==> src/hdl/stable_sorted_priority_queue_unit_macros.svh <==
// Assertion helpers used by the queue controller.
`ifndef STABLE_SORTED_PRIORITY_QUEUE_UNIT_MACROS_SVH
`define STABLE_SORTED_PRIORITY_QUEUE_UNIT_MACROS_SVH

`ifndef NO_ASSERTIONS
`define SSQ_ASSERT_SAME(label, clk, rst_n, cond, conseq) \
  label: assert property (@(posedge clk) disable iff (!rst_n) (cond) |-> (conseq)) \
    else $error("queue assertion failed");
`define SSQ_ASSERT_NEXT(label, clk, rst_n, cond, conseq) \
  label: assert property (@(posedge clk) disable iff (!rst_n) (cond) |=> (conseq)) \
    else $error("queue assertion failed");
`else
`define SSQ_ASSERT_SAME(label, clk, rst_n, cond, conseq)
`define SSQ_ASSERT_NEXT(label, clk, rst_n, cond, conseq)
`endif

`endif

==> src/hdl/ssq_pkg.sv <==
`timescale 1ns / 1ps

package ssq_pkg;

  localparam int KEY_WIDTH      = 4;
  localparam int OUT_TAG_WIDTH  = 16;
  localparam int OUT_CNT_WIDTH  = 5;

  localparam logic [1:0] ACT_PUSH  = 2'd0;
  localparam logic [1:0] ACT_POP   = 2'd1;
  localparam logic [1:0] ACT_CLEAR = 2'd2;

  localparam logic [1:0] ST_OK    = 2'd0;
  localparam logic [1:0] ST_FULL  = 2'd1;
  localparam logic [1:0] ST_EMPTY = 2'd2;

  typedef struct packed {
    logic load;
    logic exec;
  } cmd_t;

endpackage

==> src/hdl/ssq_ctrl.sv <==
`timescale 1ns / 1ps
`include "stable_sorted_priority_queue_unit_macros.svh"

module ssq_ctrl (
  input  logic          clk,
  input  logic          rst_n,
  input  logic          in_tvalid,
  output logic          in_tready,
  output logic          out_tvalid,
  input  logic          out_tready,
  output ssq_pkg::cmd_t cmd
);

  typedef enum logic {
    S_IDLE,
    S_EXEC
  } state_t;

  state_t state_r, state_nxt;
  logic   out_valid_r, out_valid_nxt;
  logic   fire;

  assign in_tready  = (state_r == S_IDLE);
  assign out_tvalid = out_valid_r;
  assign fire       = (state_r == S_EXEC) && (!out_valid_r || out_tready);
  assign cmd.load   = in_tvalid && in_tready;
  assign cmd.exec   = fire;

  always_comb begin
    state_nxt     = state_r;
    out_valid_nxt = out_valid_r && !out_tready;
    unique case (state_r)
      S_IDLE: begin
        if (in_tvalid) begin
          state_nxt = S_EXEC;
        end
      end
      S_EXEC: begin
        if (fire) begin
          state_nxt     = S_IDLE;
          out_valid_nxt = 1'b1;
        end
      end
    endcase
  end

  always_ff @(posedge clk) begin
    if (!rst_n) begin
      state_r     <= S_IDLE;
      out_valid_r <= 1'b0;
    end else begin
      state_r     <= state_nxt;
      out_valid_r <= out_valid_nxt;
    end
  end

  `SSQ_ASSERT_NEXT(a_accept_to_exec, clk, rst_n, cmd.load, state_r == S_EXEC)
  `SSQ_ASSERT_NEXT(a_fire_gives_beat, clk, rst_n, fire, out_valid_r && state_r == S_IDLE)
  `SSQ_ASSERT_NEXT(a_stall_holds, clk, rst_n,
                   state_r == S_EXEC && out_valid_r && !out_tready,
                   state_r == S_EXEC && out_valid_r)
  `SSQ_ASSERT_SAME(a_no_load_in_exec, clk, rst_n, state_r == S_EXEC, !cmd.load)

endmodule

==> src/hdl/ssq_datapath.sv <==
`timescale 1ns / 1ps

module ssq_datapath #(
  parameter int DEPTH     = 16,
  parameter int TAG_WIDTH = 16
) (
  input  logic                                clk,
  input  logic                                rst_n,
  input  ssq_pkg::cmd_t                       cmd,
  input  logic [1:0]                          in_action,
  input  logic [ssq_pkg::KEY_WIDTH-1:0]       in_priority_key,
  input  logic [ssq_pkg::OUT_TAG_WIDTH-1:0]   in_payload_tag,
  output logic                                out_popped_valid,
  output logic [ssq_pkg::KEY_WIDTH-1:0]       out_popped_key,
  output logic [ssq_pkg::OUT_TAG_WIDTH-1:0]   out_popped_tag,
  output logic [1:0]                          out_status,
  output logic [ssq_pkg::OUT_CNT_WIDTH-1:0]   out_entry_count
);

  localparam int CW = $clog2(DEPTH + 1);
  localparam logic [CW-1:0] FULL_COUNT = CW'(DEPTH);

  logic [1:0]                    act_r;
  logic [ssq_pkg::KEY_WIDTH-1:0] ckey_r;
  logic [TAG_WIDTH-1:0]          ctag_r;

  logic [ssq_pkg::KEY_WIDTH-1:0] ekey_r   [DEPTH];
  logic [ssq_pkg::KEY_WIDTH-1:0] ekey_nxt [DEPTH];
  logic [TAG_WIDTH-1:0]          etag_r   [DEPTH];
  logic [TAG_WIDTH-1:0]          etag_nxt [DEPTH];
  logic [CW-1:0]                 count_r, count_nxt;
  logic [DEPTH-1:0]              ge;

  logic                                res_valid_r, res_valid_nxt;
  logic [ssq_pkg::KEY_WIDTH-1:0]       res_key_r, res_key_nxt;
  logic [ssq_pkg::OUT_TAG_WIDTH-1:0]   res_tag_r, res_tag_nxt;
  logic [1:0]                          res_status_r, res_status_nxt;
  logic [ssq_pkg::OUT_CNT_WIDTH-1:0]   res_count_r;

  always_comb begin
    for (int i = 0; i < DEPTH; i++) begin
      ge[i] = (CW'(i) < count_r) && (ekey_r[i] >= ckey_r);
    end
  end

  always_comb begin
    logic                          prev_ge;
    logic [ssq_pkg::KEY_WIDTH-1:0] prev_key;
    logic [TAG_WIDTH-1:0]          prev_tag;
    prev_ge        = 1'b1;
    prev_key       = ckey_r;
    prev_tag       = ctag_r;
    count_nxt      = count_r;
    res_valid_nxt  = 1'b0;
    res_key_nxt    = '0;
    res_tag_nxt    = '0;
    res_status_nxt = ssq_pkg::ST_OK;
    for (int i = 0; i < DEPTH; i++) begin
      ekey_nxt[i] = ekey_r[i];
      etag_nxt[i] = etag_r[i];
    end
    unique case (act_r)
      ssq_pkg::ACT_PUSH: begin
        if (count_r == FULL_COUNT) begin
          res_status_nxt = ssq_pkg::ST_FULL;
        end else begin
          for (int i = 0; i < DEPTH; i++) begin
            if (!ge[i]) begin
              if (prev_ge) begin
                ekey_nxt[i] = ckey_r;
                etag_nxt[i] = ctag_r;
              end else begin
                ekey_nxt[i] = prev_key;
                etag_nxt[i] = prev_tag;
              end
            end
            prev_ge  = ge[i];
            prev_key = ekey_r[i];
            prev_tag = etag_r[i];
          end
          count_nxt = count_r + CW'(1);
        end
      end
      ssq_pkg::ACT_POP: begin
        if (count_r == '0) begin
          res_status_nxt = ssq_pkg::ST_EMPTY;
        end else begin
          res_valid_nxt = 1'b1;
          res_key_nxt   = ekey_r[0];
          res_tag_nxt   = ssq_pkg::OUT_TAG_WIDTH'(64'(etag_r[0]));
          for (int i = 0; i < DEPTH - 1; i++) begin
            ekey_nxt[i] = ekey_r[i + 1];
            etag_nxt[i] = etag_r[i + 1];
          end
          count_nxt = count_r - CW'(1);
        end
      end
      ssq_pkg::ACT_CLEAR: begin
        count_nxt = '0;
      end
      default: begin
      end
    endcase
  end

  always_ff @(posedge clk) begin
    if (cmd.load) begin
      act_r  <= in_action;
      ckey_r <= in_priority_key;
      ctag_r <= TAG_WIDTH'(64'(in_payload_tag));
    end
    if (cmd.exec) begin
      for (int i = 0; i < DEPTH; i++) begin
        ekey_r[i] <= ekey_nxt[i];
        etag_r[i] <= etag_nxt[i];
      end
      res_valid_r  <= res_valid_nxt;
      res_key_r    <= res_key_nxt;
      res_tag_r    <= res_tag_nxt;
      res_status_r <= res_status_nxt;
      res_count_r  <= ssq_pkg::OUT_CNT_WIDTH'(count_nxt);
    end
  end

  always_ff @(posedge clk) begin
    if (!rst_n) begin
      count_r <= '0;
    end else if (cmd.exec) begin
      count_r <= count_nxt;
    end
  end

  assign out_popped_valid = res_valid_r;
  assign out_popped_key   = res_key_r;
  assign out_popped_tag   = res_tag_r;
  assign out_status       = res_status_r;
  assign out_entry_count  = res_count_r;

endmodule

==> src/hdl/stable_sorted_priority_queue_unit.sv <==
// An accepted beat is loaded into the command registers; its result is registered when
// the controller's execute state fires, and no new beat is accepted before then; an
// unaccepted result holds the next beat in execute, which blocks the input.
// The sorted entry shift register updates all slots in parallel in the execute cycle.
// Reset (rst_n, synchronous, active low) empties the queue and drops any pending beat.
`timescale 1ns / 1ps

module stable_sorted_priority_queue_unit #(
  parameter int DEPTH     = 16,
  parameter int TAG_WIDTH = 16
) (
  input  logic        clk,
  input  logic        rst_n,
  input  logic        in_tvalid,
  output logic        in_tready,
  input  logic [23:0] in_tdata,   // priority_key [3:0], payload_tag [19:4], zero [23:20]
  input  logic [1:0]  in_tuser,   // action [1:0]
  output logic        out_tvalid,
  input  logic        out_tready,
  output logic [31:0] out_tdata,  // popped_valid [0], popped_key [4:1], popped_tag [20:5],
                                  // entry_count [25:21], zero [31:26]
  output logic [1:0]  out_tuser   // status [1:0]
);

  ssq_pkg::cmd_t cmd;

  logic                              popped_valid;
  logic [ssq_pkg::KEY_WIDTH-1:0]     popped_key;
  logic [ssq_pkg::OUT_TAG_WIDTH-1:0] popped_tag;
  logic [ssq_pkg::OUT_CNT_WIDTH-1:0] entry_count;

  ssq_ctrl u_ctrl (
    .clk        (clk),
    .rst_n      (rst_n),
    .in_tvalid  (in_tvalid),
    .in_tready  (in_tready),
    .out_tvalid (out_tvalid),
    .out_tready (out_tready),
    .cmd        (cmd)
  );

  ssq_datapath #(
    .DEPTH     (DEPTH),
    .TAG_WIDTH (TAG_WIDTH)
  ) u_datapath (
    .clk              (clk),
    .rst_n            (rst_n),
    .cmd              (cmd),
    .in_action        (in_tuser),
    .in_priority_key  (in_tdata[3:0]),
    .in_payload_tag   (in_tdata[19:4]),
    .out_popped_valid (popped_valid),
    .out_popped_key   (popped_key),
    .out_popped_tag   (popped_tag),
    .out_status       (out_tuser),
    .out_entry_count  (entry_count)
  );

  assign out_tdata = {6'd0, entry_count, popped_tag, popped_key, popped_valid};

endmodule
==> config.mk <==
export PLATFORM = sky130hd
export DESIGN_NAME = stable_sorted_priority_queue_unit
export DESIGN_NICKNAME = d
export VERILOG_FILES = /design/src/hdl/ssq_pkg.sv /design/src/hdl/ssq_ctrl.sv /design/src/hdl/ssq_datapath.sv /design/src/hdl/stable_sorted_priority_queue_unit.sv
export VERILOG_INCLUDE_DIRS = /design/src /design/src/hdl
export SDC_FILE = /design/constraint.sdc
export NUM_CORES = 1
export LEC_CHECK = 0
export BUFFER_PORTS_ARGS = -buffer_cell sky130_fd_sc_hd__buf_4
export CAP_MARGIN = 20
export CELL_PAD_IN_SITES_DETAIL_PLACEMENT = 0
export CELL_PAD_IN_SITES_GLOBAL_PLACEMENT = 1
export CORE_MARGIN = 5
export CORE_UTILIZATION = 45
export CTS_BUF_LIST = sky130_fd_sc_hd__clkbuf_2
export DETAILED_ROUTE_END_ITERATION = 12
export GPL_ROUTABILITY_DRIVEN = 0
export HOLD_SLACK_MARGIN = 0.1
export PLACE_DENSITY_LB_ADDON = 0.3
export REMOVE_ABC_BUFFERS = 1
export SYNTH_ARGS = -nofsm -noshare
export SYNTH_HDL_FRONTEND = slang
export SYNTH_SLANG_ARGS = --single-unit
==> constraint.sdc <==
create_clock -name clk -period 3.4 [get_ports clk]
set_clock_uncertainty 0.15 [all_clocks]
set_input_delay 0.51 -clock clk [delete_from_list [all_inputs] [get_ports clk]]
set_output_delay 0.51 -clock clk [all_outputs]
set_load 0.01 [all_outputs]
==> results of run 1 <==
## synthesized netlist by cell type, types with 2 or more instances
library cell	instances
edfxtp_1	370
mux2i_1	261
nand2_1	246
o21ai_1	185
nor2_1	88
clkbuf_1	70
ha_1	68
o21ai_0	56
o22ai_1	52
a21oi_1	51
buf_4	37
nor2b_1	36
buf_2	30
inv_1	26
and2_1	21
o211ai_1	21
a32oi_1	20
nand4_1	20
mux2_1	19
a22o_1	16
nor3_1	16
buf_6	13
nor3b_1	10
clkbuf_2	8
nand2b_1	8
dfxtp_1	7
nand3_1	7
a31oi_1	5
a21oi_2	4
buf_1	4
o211ai_2	4
buf_8	3
a2111oi_2	2
a21boi_0	2
and3_1	2
nor3_2	2
o21a_1	2
o21bai_1	2
o221ai_1	2
o221ai_2	2
o31ai_1	2
o31ai_2	2
## critical path, stage by stage (launching register included)
cell     delay (ps)
dfxtp_1         550
nor2_2          930
a21oi_1         260
o31ai_4         130
buf_4           380
mux2i_1         240
o22ai_1          90
## final timing paths
check,start,end,slack (ps),cells after the start
max reg2reg,u_datapath.count_r[3],u_datapath.ekey_r[5][0],420,6
min,rst_n,u_ctrl.out_tvalid,250,4
min reg2reg,u_ctrl.state_r,u_ctrl.out_tvalid,370,2
max,u_datapath.count_r[3],u_datapath.ekey_r[5][0],420,6
## flip-flops by register name (all words and copies together), names as in the netlist, 2 cells and up
name	cells
u_datapath.act_r	2
u_datapath.out_popped_tag	16
u_datapath.out_status	2
u_datapath.count_r	5
u_datapath.out_entry_count	5
u_datapath.ekey_r	64
u_datapath.out_popped_key	4
u_datapath.ctag_r	16
u_datapath.etag_r	256
u_datapath.ckey_r	4
## routing by layer
layer  vias to the layer above  GRT usage [%]  share of wire (%)
met5                         -              0                  0
met2                       305          32.91                 49
met4                         0          5.696                2.0
met3                        83          3.785                4.1
met1                      7423          25.61                 45
li1                       7068              -                  -
## layout make-up
class                   instances  area [um^2]
fillers                      4269        22390
flip-flops and latches        377        11250
multi-input cells            1263         8592
repair buffers                175         1556
clock buffers                 155        775.7
well taps                     600        750.7
inverters                      26        97.59
clock inverters                10        52.55
diodes                          5        12.51
## stage by stage
step	area (um^2)	setup slack [ps]	hold WS, ps	utilization, %	power [uW]
finish	23090	420.6	247.3	50.77	9778
global route	23090	224.5	172.1	50.77	10320
CTS	23080	421.0	131.5	50.74	9916
detailed placement	21730	421.4	351.9	47.77	6746
global placement	21730	502.2	339.2	47.77	6711
floorplan	19830	-12240	346.3	-	6381
## power groups by stage
stage | registers, uW | clock network [uW] | logic, uW
2_1_floorplan | 5560 | 0 | 819
3_3_place_gp | 5590 | 0 | 1120
3_5_place_dp | 5590 | 0 | 1160
4_1_cts | 5480 | 3220 | 1210
5_1_grt | 5510 | 3480 | 1330
6_report | 5480 | 3090 | 1200
## kinds of logic (layout without fill, tap and decap cells)
family	after synthesis	after routing	share of synthesized area [%]
other	1	11	0.01807
muxes	281	281	13.68
and+or+nand+nor	465	465	10.06
buffers and inverters	191	366	4.987
DFF	377	377	54.22
adders and majority gates	68	68	4.100
xor gates and xnor gates	1	1	0.04222
AOI/OAI and AO/OA	442	442	12.89
==> impl_summary.log, run 1 <==
[metrics] most common cell after layout, fill and taps aside: edfxtp_1
[metrics] share of total power in the clock network: about a third
[metrics] switching power of the nets: roughly 2800 uW
[metrics] number of buffers added by the clock tree synthesis step: 98
[metrics] final-report max-slew violation count: 0
[metrics] number of standard cells in the final layout excluding fillers: between 2000 and 3000
[metrics] grt total ovfl: 0
[metrics] All-Layer GR Usage: 19.46%
[metrics] power density over the cells: approximately 420 mW/mm^2
[metrics] share of synthesized registers carrying an async set or reset: 0%
[metrics] buffers inserted during post-CTS setup optimization: 0
[metrics] maximum number of pins on one net before global-route repair: between 100 and 150
[metrics] number of iterations in the first detailed-routing pass: 5
[metrics] clock-pin slew on the worst setup and hold paths: about 90 ps
[metrics] RSZ-0062 raised after global routing: no
[metrics] final critical path time including I/O delays and setup: 2979 ps
[metrics] antenna violations before repair: 2
[metrics] DRC errors left: 0
[metrics] slew margin rel.: ~27%
[metrics] internal cell power: roughly 7000 uW
[metrics] status: completed
[metrics] via count normalized by instance count: 5.699
[metrics] routed wirelength normalized by instance count: ~19 um
[metrics] Worst Tran Pin Value: around 1100 ps
[metrics] number of DRC markers after the initial detailed-route iteration: between 1000 and 1500
[metrics] instance count of the mapped netlist: between 1500 and 2000
[metrics] Final Hold Fails: 0
[metrics] top library cells by usage in the layout, fill and taps aside: edfxtp_1 (370), mux2i_1 (261), nand2_1 (245), o21ai_1 (185), clkbuf_2 (155)
[metrics] global-route wire length before repair: 81700 um
[metrics] CP required: 4010 ps
[metrics] max-cap viol count: 0
[metrics] Max IR drop VDD: 0.2440 mV
[metrics] leakage power figure: around 0.0097 uW
[metrics] area of the placeable core: roughly 0.045 mm^2
[metrics] TritonCTS clock tree: yes
[metrics] fin nets: 2039
[metrics] number of warnings issued by yosys: 0
[metrics] y dimension of the die: roughly 220 um
[metrics] insertion delay to the later sink of the worst-skew pair: approximately 1100 ps
[metrics] floorplan die width: 224.7 um
[metrics] total clock sinks: 377
[metrics] placed cell count: around 2400
[metrics] Sw Ratio: approximately 28%
[metrics] floorplan row count: about 80
[metrics] number of flops mapped to enable cells by yosys: 370
[metrics] maximum fanout along the worst path: 24
[metrics] initial cell density of the core: roughly 46%
[metrics] achievable clock frequency: 335.6 MHz
[metrics] maximum count of clock buffers along a single path: 3
[metrics] Antenna Nets Post-Route: 0
[metrics] type of the most critical hold path: primary input to flip-flop
[metrics] PostCTS Resize Cnt: 0
[metrics] combined area of all synthesized cells: between 0.02 and 0.025 mm^2
[metrics] fraction of layout cells with a size suffix above 1: 16.05%
[metrics] Ports: 66
[metrics] buffer type at the clock tree root: clkbuf_2
[metrics] launching element type of the critical path: flip-flop
[metrics] post-synthesis sequential area ratio: between 50 and 60%
[metrics] category of the worst setup path capture point: flip-flop
[metrics] post-synthesis average cell area: 11.36 um^2
[metrics] flip-flop and latch count after synthesis: 377
[metrics] vias post-DR: roughly 15000
[metrics] Top FF cell, synth: edfxtp_1
[metrics] die area: 0.05051 mm^2
[metrics] share of the synthesized area in the top cell type: between 50% and 60%
[metrics] cell type with the highest aggregate area in the netlist: edfxtp_1
[metrics] number of distinct library cells after synthesis: 66
[metrics] post-route fraction of the period consumed by the critical path: approximately 88%
[metrics] sum of negative setup slack: 0 ps
[metrics] worst setup path class: flip-flop to flip-flop
[metrics] Gate power share: between 10 and 15%
[metrics] sum of routed wire length over all layers: 50260 um
[metrics] arrival time of data at the critical path endpoint: around 3600 ps
[metrics] Reg power frac: approximately 56%
[metrics] Area Growth Syn to Fin: 11.27%
[metrics] DP HPWL: between 30000 and 40000 um
[metrics] number of input and output port buffers inserted: 55
[metrics] top cells by area, synth: edfxtp_1 (54%), mux2i_1 (13%), o21ai_1 (4.5%)
[metrics] setup-violating endpoint count in the final report: 0
[metrics] number of H-tree branching levels: 3
[metrics] number of global-route vias before repair: between 15000 and 20000
[metrics] hold buffers post-CTS: 52
(Power assumes the default switching activity.)
==> run 2: changes to the inputs <==
clock period = 3.2 ns   (was 3.4 ns; I/O delays follow)
==> impl_summary.log, run 2 (synthesized netlist as in run 1, its figures left out) <==
[metrics] All-Layer GR Usage: 19.56% (+0.10 points)
[metrics] power density over the cells: 448.6 mW/mm^2 (+5.9%)
[metrics] register containing the most flip-flops in the final layout: u_datapath.etag_r
[metrics] start point of the critical path: u_datapath.ckey_r[2]
[metrics] fraction of the core area covered by cells at the end of the flow: 51.34% (+0.58 points)
[metrics] number of iterations in the first detailed-routing pass: 5 (unchanged)
[metrics] Max IR drop VDD: 0.2827 mV (+16%)
[metrics] total area of multi-input combinational cells: 0.008592 mm^2 (unchanged)
[metrics] floorplan row count: 78 (unchanged)
[metrics] CP required: 3830 ps (-180 ps)
[metrics] number of input and output port buffers inserted: 55 (unchanged)
[metrics] RSZ-0062 raised after global routing: no
[metrics] final std cell area, no fill: 0.02335 mm^2 (+1.1%)
[metrics] insertion delay to the later sink of the worst-skew pair: 1070 ps (+20 ps)
[metrics] routed wirelength normalized by instance count: 19.24 um (about the same)
[metrics] launching element type of the critical path: flip-flop
[metrics] top library cells by usage in the layout, fill and taps aside: edfxtp_1 (370), mux2i_1 (261), nand2_1 (245), o21ai_1 (185), clkbuf_2 (145)
[metrics] clock-pin slew on the worst setup and hold paths: 100 ps (about the same)
[metrics] post-route fraction of the period consumed by the critical path: 88.54% (+0.91 points)
[metrics] max-cap viol count: 0 (unchanged)
[metrics] DRC errors left: 0 (unchanged)
[metrics] global-route wire length before repair: 81620 um (about the same)
[metrics] Ports: 66 (unchanged)
[metrics] achievable clock frequency: 352.9 MHz (+5.2%)
[metrics] antenna violations before repair: 2 (unchanged)
[metrics] max reg flops: 256 (unchanged)
[metrics] Antenna Nets Post-Route: 0 (unchanged)
[metrics] category of the worst setup path capture point: flip-flop
[metrics] area of the placeable core: 0.04548 mm^2 (unchanged)
[metrics] initial cell density of the core: 45.63% (unchanged)
[metrics] arrival time of data at the critical path endpoint: 3470 ps (-120 ps)
[metrics] leakage power figure: 0.009723 uW (+0.67%)
[metrics] number of buffers added by the clock tree synthesis step: 101 (+3.1%)
[metrics] status: completed
[metrics] most common cell after layout, fill and taps aside: edfxtp_1
[metrics] placement-stage cell area: 0.02193 mm^2 (+0.94%)
[metrics] total power: 10480 uW (+7.1%)
[metrics] PostCTS Resize Cnt: 0 (unchanged)
[metrics] series of cell instances along the critical path: inv_1 -> buf_4 -> ha_1 -> o21ai_1 -> a21oi_1 -> o31ai_4 -> buf_4 -> mux2i_1 -> o21ai_1
[metrics] number of H-tree branching levels: 3 (unchanged)
[metrics] y dimension of the die: 224.7 um (unchanged)
[metrics] final-layout fill cell count: 4169 (-2.3%)
[metrics] sum of routed wire length over all layers: 50490 um (+0.46%)
[metrics] hold buffers post-CTS: 53 (+1.9%)
[metrics] via count normalized by instance count: 5.622 (-1.3%)
[metrics] buffer type at the clock tree root: clkbuf_2
[metrics] buffers inserted during post-CTS setup optimization: 0 (unchanged)
[metrics] grt total ovfl: 0 (unchanged)
[metrics] fraction of layout cells with a size suffix above 1: 15.53% (-0.52 points)
[metrics] worst hold path startpoint: u_ctrl.out_tvalid
[metrics] largest registers ranked by flip-flop count: u_datapath.etag_r: 256 flops, u_datapath.ekey_r: 64 flops
[metrics] TritonCTS clock tree: yes
[metrics] Worst Tran Pin Value: 1075 ps (-14.47 ps)
[metrics] origin of the critical flop-to-flop path: u_datapath.ckey_r[2]
[metrics] maximum fanout along the worst path: 20 (-17%)
[metrics] fin nets: 2042 (+0.15%)
[metrics] final-report max-slew violation count: 0 (unchanged)
[metrics] DP HPWL: 32430 um (-1.1%)
[metrics] Final Hold Fails: 0 (unchanged)
[metrics] die area: 0.05051 mm^2 (unchanged)
[metrics] library cell contributing the largest single delay on the critical path: buf_4
[metrics] slew margin rel.: 28.31% (+1.0 points)
[metrics] setup-violating endpoint count in the final report: 0 (unchanged)
[metrics] vias post-DR: 14760 (-0.81%)
[metrics] floorplan die width: 224.7 um (unchanged)
[metrics] number of DRC markers after the initial detailed-route iteration: 1025 (+1.5%)
[metrics] final critical path time including I/O delays and setup: 2833 ps (-146.1 ps)
[metrics] maximum count of clock buffers along a single path: 3 (unchanged)
[metrics] maximum number of pins on one net before global-route repair: 113 (+6.6%)
[metrics] number of global-route vias before repair: 15640 (-0.0064%)
[metrics] type of the most critical hold path: flip-flop to flip-flop
[metrics] largest stage delay on the critical path: 420 ps (-510 ps)
[metrics] Sequential Area: 0.01125 mm^2 (unchanged)
[metrics] worst setup path class: flip-flop to flip-flop
[metrics] Area Growth Syn to Fin: 12.53%
[metrics] total clock sinks: 377 (unchanged)
==> run 2: cell types whose count changed in the layout (fill, tap and decap cells not counted), moves of 2 or more <==
cell and delta:
clkinv_1 +23, buf_4 -18, buf_12 +17, clkbuf_2 -10, clkinv_2 +4, diode_2 -2
==> run 2: per-stage QoR <==
| step | hold WS (ps) | TNS [ps] | cells | setup WS, ps |
|---|---|---|---|---|
| final | 365.1 | 0 | 2625 | 366.7 |
| after global routing | 386.7 | 0 | 2624 | 194.7 |
| after CTS | 363.6 | 0 | 2622 | 365.0 |
| after detailed placement | 351.8 | 0 | 2388 | 357.2 |
| after global placement | 336.7 | 0 | 2388 | 397.9 |
| after floorplan | 346.3 | -2623710 | 1666 | -12440 |
==> run 2: cell type report <==
type                    instances  area share [%]
diodes                          3         0.03215
clock buffers                 145           3.108
clock inverters                36          0.6591
inverters                      26          0.4180
multi-input cells            1263           36.80
flip-flops and latches        377           48.18
well taps                     600           3.215
repair buffers                175           7.588
==> run 2: path summary, 6_finish.rpt <==
kind	cells after the start	end	slack [ps]
worst max-delay path	9	u_datapath.etag_r[7][15]	370
worst min register to register	2	u_ctrl.out_tvalid	370
worst max register to register	9	u_datapath.etag_r[7][15]	370
worst min-delay path	2	u_ctrl.out_tvalid	370
==> run 2: routing by layer <==
| metal | vias up | global-route usage [%] | routed length [um] |
|---|---|---|---|
| li1 | 7092 | - | - |
| met1 | 7330 | 25.91 | 23200 |
| met2 | 259 | 33.15 | 24730 |
| met3 | 77 | 3.720 | 1747 |
| met4 | 0 | 5.343 | 807 |
| met5 | - | 0 | 0 |
==> run 2: worst max-delay path, delay by kind of cell, from the launching register on <==
family | cells | cell delay (ps)
flops | 1 | 390
mux | 1 | 280
compound gates | 4 | 470
buf+inv | 3 | 1050
fa+ha+maj | 1 | 240
==> run 2: report_power, final <==
group / leakage [uW] / internal [uW] / switching [uW]
clock network: 0.000675 / 1230 / 2110
logic: 0.00559 / 538 / 777
registers: 0.00346 / 5670 / 156
total: 0.00972 / 7430 / 3040
